==> config.mk <==
export PLATFORM = sky130hd
export DESIGN_NAME = ps2_mouse_packet_tracker
export DESIGN_NICKNAME = d
export VERILOG_FILES = /design/src/rtl/ps2mpt_pkg.sv /design/src/rtl/ps2mpt_csr.sv /design/src/rtl/ps2mpt_core.sv /design/src/rtl/ps2_mouse_packet_tracker.sv
export SDC_FILE = /design/constraint.sdc
export NUM_CORES = 1
export LEC_CHECK = 0
export ABC_CLOCK_PERIOD_IN_PS = 3700
export BUFFER_PORTS_ARGS = -buffer_cell sky130_fd_sc_hd__buf_2
export CAP_MARGIN = 20
export CORE_MARGIN = 1.5
export CORE_UTILIZATION = 53
export DETAILED_ROUTE_END_ITERATION = 8
export GPL_ROUTABILITY_DRIVEN = 1
export PLACE_DENSITY = 0.8
export SYNTH_ARGS = -nofsm -noshare
export SYNTH_HDL_FRONTEND = slang
export SYNTH_SLANG_ARGS = --single-unit
==> constraint.sdc <==
create_clock -name clock -period 3.7 [get_ports clock]
set_input_delay 0.37 -clock clock [delete_from_list [all_inputs] [get_ports clock]]
set_output_delay 0.37 -clock clock [all_outputs]
set_load 0.005 [all_outputs]
==> src/rtl/ps2mpt_pkg.sv <==
`timescale 1ns / 1ps
package ps2mpt_pkg;

   localparam int CFG_BITS = 12;

   // configuration register indexes
   localparam logic [1:0] CSR_TRACKING = 2'd0;
   localparam logic [1:0] CSR_MAX_X    = 2'd1;
   localparam logic [1:0] CSR_MAX_Y    = 2'd2;

   localparam logic [CFG_BITS-1:0] MAX_X_RESET = 12'd640;
   localparam logic [CFG_BITS-1:0] MAX_Y_RESET = 12'd480;

   localparam int CURSOR_X_RESET = 320;
   localparam int CURSOR_Y_RESET = 240;

   // click codes
   localparam logic [1:0] CLICK_NONE  = 2'd0;
   localparam logic [1:0] CLICK_LEFT  = 2'd1;
   localparam logic [1:0] CLICK_RIGHT = 2'd2;

   typedef struct packed {
      logic                tracking_enabled;
      logic [CFG_BITS-1:0] max_x;
      logic [CFG_BITS-1:0] max_y;
   } cfg_type;

endpackage

==> src/rtl/ps2mpt_csr.sv <==
`timescale 1ns / 1ps
module ps2mpt_csr (
   input  logic                         clock,
   input  logic                         reset,
   input  logic                         csr_wen,
   input  logic [1:0]                   csr_index,
   input  logic [ps2mpt_pkg::CFG_BITS-1:0] csr_wdata,
   output ps2mpt_pkg::cfg_type          cfg
);
   import ps2mpt_pkg::*;

   cfg_type cfg_ff;
   cfg_type cfg_in;

   always_comb begin
      cfg_in = cfg_ff;
      if (csr_wen) begin
         case (csr_index)
            CSR_TRACKING: cfg_in.tracking_enabled = csr_wdata[0];
            CSR_MAX_X:    cfg_in.max_x = csr_wdata;
            CSR_MAX_Y:    cfg_in.max_y = csr_wdata;
            default:      cfg_in = cfg_ff;
         endcase
      end
   end

   always_ff @(posedge clock) begin
      if (reset) begin
         cfg_ff.tracking_enabled <= 1'b1;
         cfg_ff.max_x <= MAX_X_RESET;
         cfg_ff.max_y <= MAX_Y_RESET;
      end else begin
         cfg_ff <= cfg_in;
      end
   end

   assign cfg = cfg_ff;

endmodule

==> src/rtl/ps2mpt_core.sv <==
`timescale 1ns / 1ps
module ps2mpt_core #(
   parameter int POS_BITS = 12
) (
   input  logic                clock,
   input  logic                reset,
   input  ps2mpt_pkg::cfg_type cfg,
   input  logic                fire,
   input  logic [7:0]          data_byte,
   output logic                emit,
   output logic [POS_BITS-1:0] res_x,
   output logic [POS_BITS-1:0] res_y,
   output logic [1:0]          res_click
);
   import ps2mpt_pkg::*;

   // two guard bits: room for the sign and for a carry past the top
   localparam int SW = POS_BITS + 2;
   localparam logic [SW-1:0] POS_TOP = {2'b00, {POS_BITS{1'b1}}};

   typedef enum logic [1:0] {
      IDX_HEADER  = 2'd0,
      IDX_X_DELTA = 2'd1,
      IDX_Y_DELTA = 2'd2
   } index_type;

   index_type           idx_ff, idx_in;
   logic [POS_BITS-1:0] cursor_x_ff, cursor_x_in;
   logic [POS_BITS-1:0] cursor_y_ff, cursor_y_in;
   logic                left_ff, left_in;
   logic                right_ff, right_in;
   logic                x_neg_ff, x_neg_in;
   logic                y_neg_ff, y_neg_in;

   logic signed [SW-1:0] delta_x;
   logic signed [SW-1:0] delta_y;
   logic signed [SW-1:0] sum_x;
   logic signed [SW-1:0] sum_y;
   logic [POS_BITS-1:0]  clamp_x;
   logic [POS_BITS-1:0]  clamp_y;

   function automatic logic [POS_BITS-1:0] clamp_pos(input logic signed [SW-1:0] v,
                                                     input logic [CFG_BITS-1:0] bound);
      logic [SW-1:0] b_ext;
      logic [SW-1:0] lim;
      b_ext = SW'(bound);
      lim = (b_ext > POS_TOP) ? POS_TOP : b_ext;
      if (v[SW-1])
         return '0;
      else if ($unsigned(v) > lim)
         return lim[POS_BITS-1:0];
      else
         return v[POS_BITS-1:0];
   endfunction

   assign delta_x = SW'($signed({x_neg_ff, data_byte}));
   assign delta_y = SW'($signed({y_neg_ff, data_byte}));
   assign sum_x   = $signed({2'b00, cursor_x_ff}) + delta_x;
   assign sum_y   = $signed({2'b00, cursor_y_ff}) - delta_y;
   assign clamp_x = clamp_pos(sum_x, cfg.max_x);
   assign clamp_y = clamp_pos(sum_y, cfg.max_y);

   always_comb begin
      idx_in      = idx_ff;
      cursor_x_in = cursor_x_ff;
      cursor_y_in = cursor_y_ff;
      left_in     = left_ff;
      right_in    = right_ff;
      x_neg_in    = x_neg_ff;
      y_neg_in    = y_neg_ff;
      if (fire && cfg.tracking_enabled) begin
         case (idx_ff)
            IDX_X_DELTA: begin
               cursor_x_in = clamp_x;
               idx_in = IDX_Y_DELTA;
            end
            IDX_Y_DELTA: begin
               cursor_y_in = clamp_y;
               idx_in = IDX_HEADER;
            end
            default: begin
               // header byte; the unused index code also lands here
               left_in  = data_byte[0];
               right_in = data_byte[1];
               x_neg_in = data_byte[4];
               y_neg_in = data_byte[5];
               idx_in   = IDX_X_DELTA;
            end
         endcase
      end
   end

   always_ff @(posedge clock) begin
      if (reset) begin
         idx_ff      <= IDX_HEADER;
         cursor_x_ff <= POS_BITS'(CURSOR_X_RESET);
         cursor_y_ff <= POS_BITS'(CURSOR_Y_RESET);
         left_ff     <= 1'b0;
         right_ff    <= 1'b0;
         x_neg_ff    <= 1'b0;
         y_neg_ff    <= 1'b0;
      end else begin
         idx_ff      <= idx_in;
         cursor_x_ff <= cursor_x_in;
         cursor_y_ff <= cursor_y_in;
         left_ff     <= left_in;
         right_ff    <= right_in;
         x_neg_ff    <= x_neg_in;
         y_neg_ff    <= y_neg_in;
      end
   end

   assign emit      = cfg.tracking_enabled && (idx_ff == IDX_Y_DELTA);
   assign res_x     = cursor_x_ff;
   assign res_y     = clamp_y;
   assign res_click = left_ff ? CLICK_LEFT : (right_ff ? CLICK_RIGHT : CLICK_NONE);

endmodule

==> src/rtl/ps2_mouse_packet_tracker.sv <==
`timescale 1ns / 1ps
// PS/2 mouse packet tracker.
// req_ carries raw mouse bytes, one per beat; every third byte of a packet
// (header, X delta, Y delta) produces one rsp_ beat with the clamped cursor
// position and a click code (left wins over right). While tracking is
// disabled, bytes are accepted and dropped and the packet position is kept.
// csr_ is a write-only port: index 0 tracking enable, 1 max_x, 2 max_y;
// write it only while no byte is in flight.
// A byte is registered in the input register, and the result of a
// Y-delta byte is loaded from there into the output register, which
// drives rsp_tvalid. Throughput: one byte per cycle, set by the single
// add-and-clamp step between the input and output registers, while no Y
// byte waits for a full output register to drain.
// Reset puts the cursor at 320,240, bounds at 640,480, tracking on, and
// restarts at a header byte.
// A stalled rsp_tready holds the result; header and X bytes keep flowing,
// and the next Y byte waits in the input register, which then drops
// req_tready until the output register drains.
module ps2_mouse_packet_tracker #(
   parameter int POS_BITS = 12
) (
   input  logic                             clock,
   input  logic                             reset,
   input  logic                             req_tvalid,
   output logic                             req_tready,
   input  logic [7:0]                       req_tdata,  // [7:0] data_byte
   output logic                             rsp_tvalid,
   input  logic                             rsp_tready,
   // fields from bit 0: pos_x, pos_y, click, zero fill
   output logic [((2*POS_BITS+2+7)/8)*8-1:0] rsp_tdata,
   input  logic                             csr_wen,
   input  logic [1:0]                       csr_index,
   input  logic [ps2mpt_pkg::CFG_BITS-1:0]  csr_wdata
);
   import ps2mpt_pkg::*;

   cfg_type cfg;

   logic                in_valid_ff, in_valid_in;
   logic [7:0]          in_data_ff;
   logic                out_valid_ff, out_valid_in;
   logic [POS_BITS-1:0] out_x_ff;
   logic [POS_BITS-1:0] out_y_ff;
   logic [1:0]          out_click_ff;

   logic                emit;
   logic                fire;
   logic                out_free;
   logic [POS_BITS-1:0] res_x;
   logic [POS_BITS-1:0] res_y;
   logic [1:0]          res_click;

   ps2mpt_csr u_csr (
      .clock     (clock),
      .reset     (reset),
      .csr_wen   (csr_wen),
      .csr_index (csr_index),
      .csr_wdata (csr_wdata),
      .cfg       (cfg)
   );

   ps2mpt_core #(
      .POS_BITS (POS_BITS)
   ) u_core (
      .clock     (clock),
      .reset     (reset),
      .cfg       (cfg),
      .fire      (fire),
      .data_byte (in_data_ff),
      .emit      (emit),
      .res_x     (res_x),
      .res_y     (res_y),
      .res_click (res_click)
   );

   assign out_free   = !out_valid_ff || rsp_tready;
   // only a result-producing byte needs room downstream
   assign fire       = in_valid_ff && (!emit || out_free);
   assign req_tready = !in_valid_ff || fire;

   always_comb begin
      in_valid_in = in_valid_ff;
      if (req_tvalid && req_tready)
         in_valid_in = 1'b1;
      else if (fire)
         in_valid_in = 1'b0;

      out_valid_in = out_valid_ff;
      if (fire && emit)
         out_valid_in = 1'b1;
      else if (rsp_tready)
         out_valid_in = 1'b0;
   end

   always_ff @(posedge clock) begin
      if (reset) begin
         in_valid_ff  <= 1'b0;
         out_valid_ff <= 1'b0;
      end else begin
         in_valid_ff  <= in_valid_in;
         out_valid_ff <= out_valid_in;
      end
   end

   always_ff @(posedge clock) begin
      if (req_tvalid && req_tready)
         in_data_ff <= req_tdata;
      if (fire && emit) begin
         out_x_ff     <= res_x;
         out_y_ff     <= res_y;
         out_click_ff <= res_click;
      end
   end

   always_comb begin
      rsp_tdata = '0;
      rsp_tdata[POS_BITS-1:0]            = out_x_ff;
      rsp_tdata[2*POS_BITS-1:POS_BITS]   = out_y_ff;
      rsp_tdata[2*POS_BITS+1:2*POS_BITS] = out_click_ff;
   end

   assign rsp_tvalid = out_valid_ff;

endmodule
# [Yosys cells after proc, flatten, opt, wreduce, memory -nomap -nowiden]
# Index checks and enable logic that the tools add are counted.
[op_classes] n_lt_le_gt_ge=2 bitwise=1 eq_ne=4 reduce_logical=21 add_sub_neg=2 n_mux=10
[ops] operator="two-way mux 12 bit" n=4
[ops] operator="> comparator 14 x 12 -> 1 bit" n=2
[ops] operator="adder 13 x 9 -> 14 bit" n=1
[ops] operator="subtractor 13 x 9 -> 14 bit" n=1
[ops] operator="AND reduction 2 bit" n=6
[ops] operator="logical AND 1 bit" n=5
[ops] operator="equality test 2 x 1 -> 1 bit, second input constant" n=2
[ops] operator="equality test 2 bit, second input constant" n=2
[ops] operator="two-way mux 1 bit" n=4
[ops] operator="case mux 2 bit (2 select lines)" n=1
[ops] operator="nonzero test 2 bit" n=2
[ops] operator="logical NOT 1 bit" n=3
[ops] operator="logical OR 1 bit" n=3
[ops] operator="logical NOT 2 bit" n=1
[ops] operator="two-way mux 2 bit" n=1
[ops] operator="OR reduction 2 bit" n=1
[ops] operator="inverter 1 bit" n=1
[word_totals] input_bits=27 register_bits=91

# [Depth between registers and ports, before layout]
[depth] ltp_word=8 ltp_mapped=19

# [By module]
# Synthesis repeated with hierarchy kept, for this count alone.
[hier_totals] hier_cells=558 hier_area_um2=5405.2
[modules_own_cells] mod="ps2mpt_core" cells_per_inst=402 area_each_um2=3166.8 instances=1
[modules_own_cells] mod="ps2_mouse_packet_tracker" cells_per_inst=53 area_each_um2=1173.6 instances=1
[modules_own_cells] mod="ps2mpt_csr" cells_per_inst=103 area_each_um2=1064.8 instances=1

# [Worst setup path before layout]
# Ideal clock, no wire load.
[synth_path] kind="flip-flop to flip-flop" from="register in_data_ff[0]" to="register out_y_ff[0] (data pin)" arrival_time_ps=3366 period_less_slack_ps=3632 path_stages_with_launch=19 setup_slack_ps=68 setup_ps=266 path_cell_list="edfxtp_1 ha_1 inv_1 fa_1 a21o_1 a221oi_2 a21oi_1 a21o_1 a21oi_1 xnor2_1 ha_1 and4_1 nand3_1 o221ai_1 o31ai_1 o21ai_2 buf_4 mux2i_1 nor2_1"
[synth_via] elab_chain_len=4
[synth_rtl] element="start: declaration" line_no="ps2_mouse_packet_tracker.sv:40" source="logic [7:0] in_data_ff;"
[synth_rtl] element="start signal: assignment" line_no="ps2_mouse_packet_tracker.sv:107" source="in_data_ff <= req_tdata;"
[synth_rtl] element="subtractor 13 x 9 -> 14 bit *" line_no="ps2mpt_core.sv:59" source="assign sum_y = $signed({2'b00, cursor_y_ff}) - delta_y;"
[synth_rtl] element="> comparator 14 x 12 -> 1 bit" line_no="ps2mpt_core.sv:50" source="else if ($unsigned(v) > lim)"
[synth_rtl] element="two-way mux 12 bit" line_no="ps2mpt_core.sv:50"
[synth_rtl] element="two-way mux 12 bit *" line_no="ps2mpt_core.sv:48" source="if (v[SW-1])"
[synth_rtl] element="via res_y[0]" line_no="ps2_mouse_packet_tracker.sv:50" source="logic [POS_BITS-1:0] res_y;"
[synth_rtl] element="end signal: assignment" line_no="ps2_mouse_packet_tracker.sv:110" source="out_y_ff <= res_y;"
[synth_rtl] element="end: declaration" line_no="ps2_mouse_packet_tracker.sv:43" source="logic [POS_BITS-1:0] out_y_ff;"
# Mark *: on every way through the listed nets, which the timed path passes. The rest lies on a longest branch.
# A chain may end at the register's enable or synchronous reset.

# [Worst setup path after layout]
[layout_path] from="register in_data_ff[0]" to="register out_y_ff[4] (data pin)"
# The elaborated chain is that of the path after synthesis.

==> summary.md <==
| Metric | Value |
|---|---|
| Status | `finished, violations left` |
| Violated checks | `negative setup slack` |
| Slowest stage cell, crit path | `edfxtp_1` |
| Antenna violations before repair | `0` |
| Dpl cell area | `between 5000 and 6000 um2` |
| Nets | `around 750` |
| Core footprint | `approximately 9400 um2` |
| DR WL/cell | `roughly 19 um` |
| Hold path start | `req_tdata[5]` |
| DR vias/cell | `6.010` |
| Pwr dens | `between 300 and 400 nW/um2` |
| RePlAce Congestion | `slightly below 1` |
| Die Area | `roughly 10000 um2` |
| Slew @ Worst Pin | `~0.95 ns` |
| # clock sinks | `91` |
| # hold bufs at CTS | `0` |
| H-tree level count | `3` |
| Peak VDD IR | `about 220 uV` |
| Inst Count DP | `768` |
| Slew Viols, Final | `0` |
| Layout Cell Area excl Fill | `6548 um2` |
| Clock skew | `between 0.01 and 0.015 ns` |
| DRC Markers | `0` |
| Startpoint Class | `flip-flop` |
| All-Layer GR Usage | `27.95%` |
| Post-Syn Area per Cell | `9.184 um2` |
| Row count | `35` |
| IO Pins | `61` |
| Ys Warns | `0` |
| Final setup violation count | `36` |
| Cell count after synthesis | `around 570` |
| Slew Limit Headroom | `roughly 37%` |
| Leak | `approximately 0.0028 uW` |
| FF-to-FF End | `out_y_ff[4]` |
| Ys async rst share | `0%` |
| #FFs+latches synth | `91` |
| Min Hold Slack | `0.1653 ns` |
| Crit Path Max Fanout | `6` |
| WL final | `around 15000 um` |
| Worst path required time | `approximately 3.8 ns` |
| Starting density of the core | `a little under three fifths` |
| Sequential fraction of the synthesis area | `between 40% and 50%` |
| Final period utilization | `110.2%` |
| Detailed Routing Iterations Pass 1 | `5` |
| RSZ-0062 raised after global routing | `yes` |
| TritonCTS clock tree | `yes` |
| # fillers | `between 600 and 700` |
| Synth Cell Area | `5207 um2` |
| Largest net degree at the start of global routing | `44` |
| Fin util | `69.87%` |
| Clk slew on worst S/H paths | `0.10 ns` |
| CP arrival | `4.19 ns` |
| Hold Path End | `in_data_ff[5]` |
| Routed vias | `between 4000 and 5000` |
| Finished Layout Cells | `around 810` |
| Crit-path max cell delay | `~0.44 ns` |
| Worst-skew pair later-pin latency | `~0.37 ns` |
| Number of global-route vias before repair | `around 4500` |
| Leading cell type in the layout, fill and taps excluded | `nand2_1` |
| CTS root buffer | `clkbuf_8` |
| Crit path time final | `roughly 4.1 ns` |
| Post-route ant nets | `0` |
| Post-synth EDFFs | `34` |
| # port buffers | `54` |
| Initial drt markers | `520` |
| Synth area leaders | `dfxtp_1 22%, edfxtp_1 20%, ha_1 12%` |
| Global-route wire length before repair | `around 22000 um` |
| Clock tree buffer depth | `2` |
| Crit-path cells | `buf_6 -> ha_4 -> buf_4 -> nor2b_1 -> buf_4 -> o31a_1 -> buf_4 -> o21ai_0 -> a21oi_2 -> ha_1 -> nand4_1 -> a21oi_1 -> a211oi_2 -> o221ai_4 -> o31ai_2 -> o21ai_2 -> clkbuf_16 -> mux2i_2 -> nor2_1` |
| Grt ovf | `0` |
| Leading area contributor after synthesis | `dfxtp_1` |
| Die width | `roughly 100 um` |
| Worst r2r src | `in_data_ff[0]` |
| Worst min path class | `in -> reg` |
| Critical path type | `reg -> reg` |
| Commonest non-fill, non-tap cells in the layout | `83 x nand2_1, 57 x dfxtp_1, 54 x buf_2` |
| Cells on worst reg2reg path | `19` |
| Main flop type after synthesis | `dfxtp_1` |
| Hold Vio Cnt, Final | `0` |
| Hold Path Stages | `1` |
| Dpl hpwl | `between 9000 and 10000 um` |
| Antenna Cells | `0` |
| Crit end category | `flip-flop` |
| Share of cells above drive strength 1 | `27.47%` |
| Area growth syn-to-layout | `25.73%` |
| Fmax achieved | `0.2452 GHz` |
| Die height | `102.1 um` |
| PnR worst setup slack | `-0.3778 ns` |
| Total of max-cap violations | `0` |
| Num CTS Buffers | `9` |
| Post-synth top area share | `21.91%` |
| Flop2flop setup slack | `-0.38 ns` |
| Pwr Total | `2577 uW` |
| Most common cell on crit path | `buf_4` |
| Synth cell types | `63` |
-- routing by layer --
metal | wire [um] | vias to the layer above | global-route usage [%] | share of wire [%]
met2 | 7107 | 275 | 46.82 | 47
met4 | 758 | 0 | 11.80 | 5.0
met1 | 5883 | 2278 | 34.73 | 39
met3 | 1282 | 73 | 6.430 | 8.5
met5 | 0 | - | 0 | 0
li1 | - | 2218 | - | -
-- how the worst max path moves through the flow --
stage / from / end / slack [ns] / cells after the start
floorplan: in_data_ff[0] / out_y_ff[0] / 0.07 / 18
global placement: in_data_ff[0] / u_core.res_x[1] / -0.18 / 17
detailed placement: in_data_ff[0] / u_core.res_x[6] / -0.31 / 18
CTS: in_data_ff[0] / out_y_ff[6] / -0.18 / 19
global route: in_data_ff[1] / out_y_ff[4] / -0.48 / 17
finish: in_data_ff[0] / out_y_ff[4] / -0.38 / 19
-- final cells by class --
| cell class | count | area, um2 | area share [%] |
|---|---|---|---|
| flip-flops and latches | 91 | 2162 | 33.02 |
| clock inverters | 5 | 40.04 | 0.6115 |
| repair buffers | 110 | 735.7 | 11.24 |
| inverters | 49 | 183.9 | 2.809 |
| well taps | 129 | 161.4 | 2.465 |
| clock buffers | 11 | 173.9 | 2.656 |
| multi-input cells | 411 | 3090 | 47.20 |
-- Yosys cell counts (9+ instances only) --
| cell | count |
|---|---|
| inv_1 | 49 |
| nor2_1 | 36 |
| o21ai_0 | 23 |
| ha_1 | 52 |
| mux2i_1 | 13 |
| o211ai_1 | 13 |
| edfxtp_1 | 34 |
| a21oi_1 | 51 |
| nand4_1 | 14 |
| xnor2_1 | 13 |
| a21o_1 | 10 |
| nand3_1 | 9 |
| dfxtp_1 | 57 |
| clkbuf_1 | 9 |
| nand2_1 | 84 |
-- worst max-delay path, delay by kind of cell, from the launching register on --
family / cells / cell delay, ns
multiplexers: 1 / 0.20
flip-flops: 1 / 0.44
AO/OA/AOI/OAI: 8 / 1.48
adder cells (fa/ha/maj): 2 / 0.47
buffers and inverters: 5 / 0.82
AND/OR/NAND/NOR: 3 / 0.41
-- state kept, by name (all words and copies together), names as in the netlist --
register            cells
u_core.cursor_y_ff     12
out_click_ff            2
out_x_ff               12
u_core.right_ff         1
u_core.x_neg_ff         1
in_valid_ff             1
u_csr.cfg              25
in_data_ff              8
u_core.y_neg_ff         1
u_core.idx_ff           2
rsp_tvalid              1
out_y_ff               12
u_core.left_ff          1
u_core.res_x           12
-- power breakdown --
part	internal (uW)	total (uW)	switching, uW
Clock	332	715	383
Combinational	358	768	410
Sequential	1070	1090	28.5
-- metrics by stage --
step	setup TNS, ns	setup slack (ns)
floorplan	0	0.06792
global placement	-1.805	-0.1755
detailed placement	-8.010	-0.3086
CTS	-4.647	-0.1834
global route	-13.50	-0.4769
finish	-9.295	-0.3778
-- cell families (layout without fill, tap and decap cells) --
group	count (synthesis)	after routing	synth area share, %
compound gates	140	140	17.88
flops	91	91	41.52
xor+xnor	16	16	2.691
buf+inv	70	175	5.791
fa+ha+maj	54	54	13.26
mux	14	14	2.715
simple gates	181	181	16.07
other cells	1	6	0.07201
-- timing repair --
action / CTS / global route
endpoints found under the setup margin: 36 / 36
gates cloned: 2 / 0
buffers inserted: 16 / 4
resized for setup: 43 / 37
pin swaps: 27 / 33
Power figures use the tool's default switching activity.
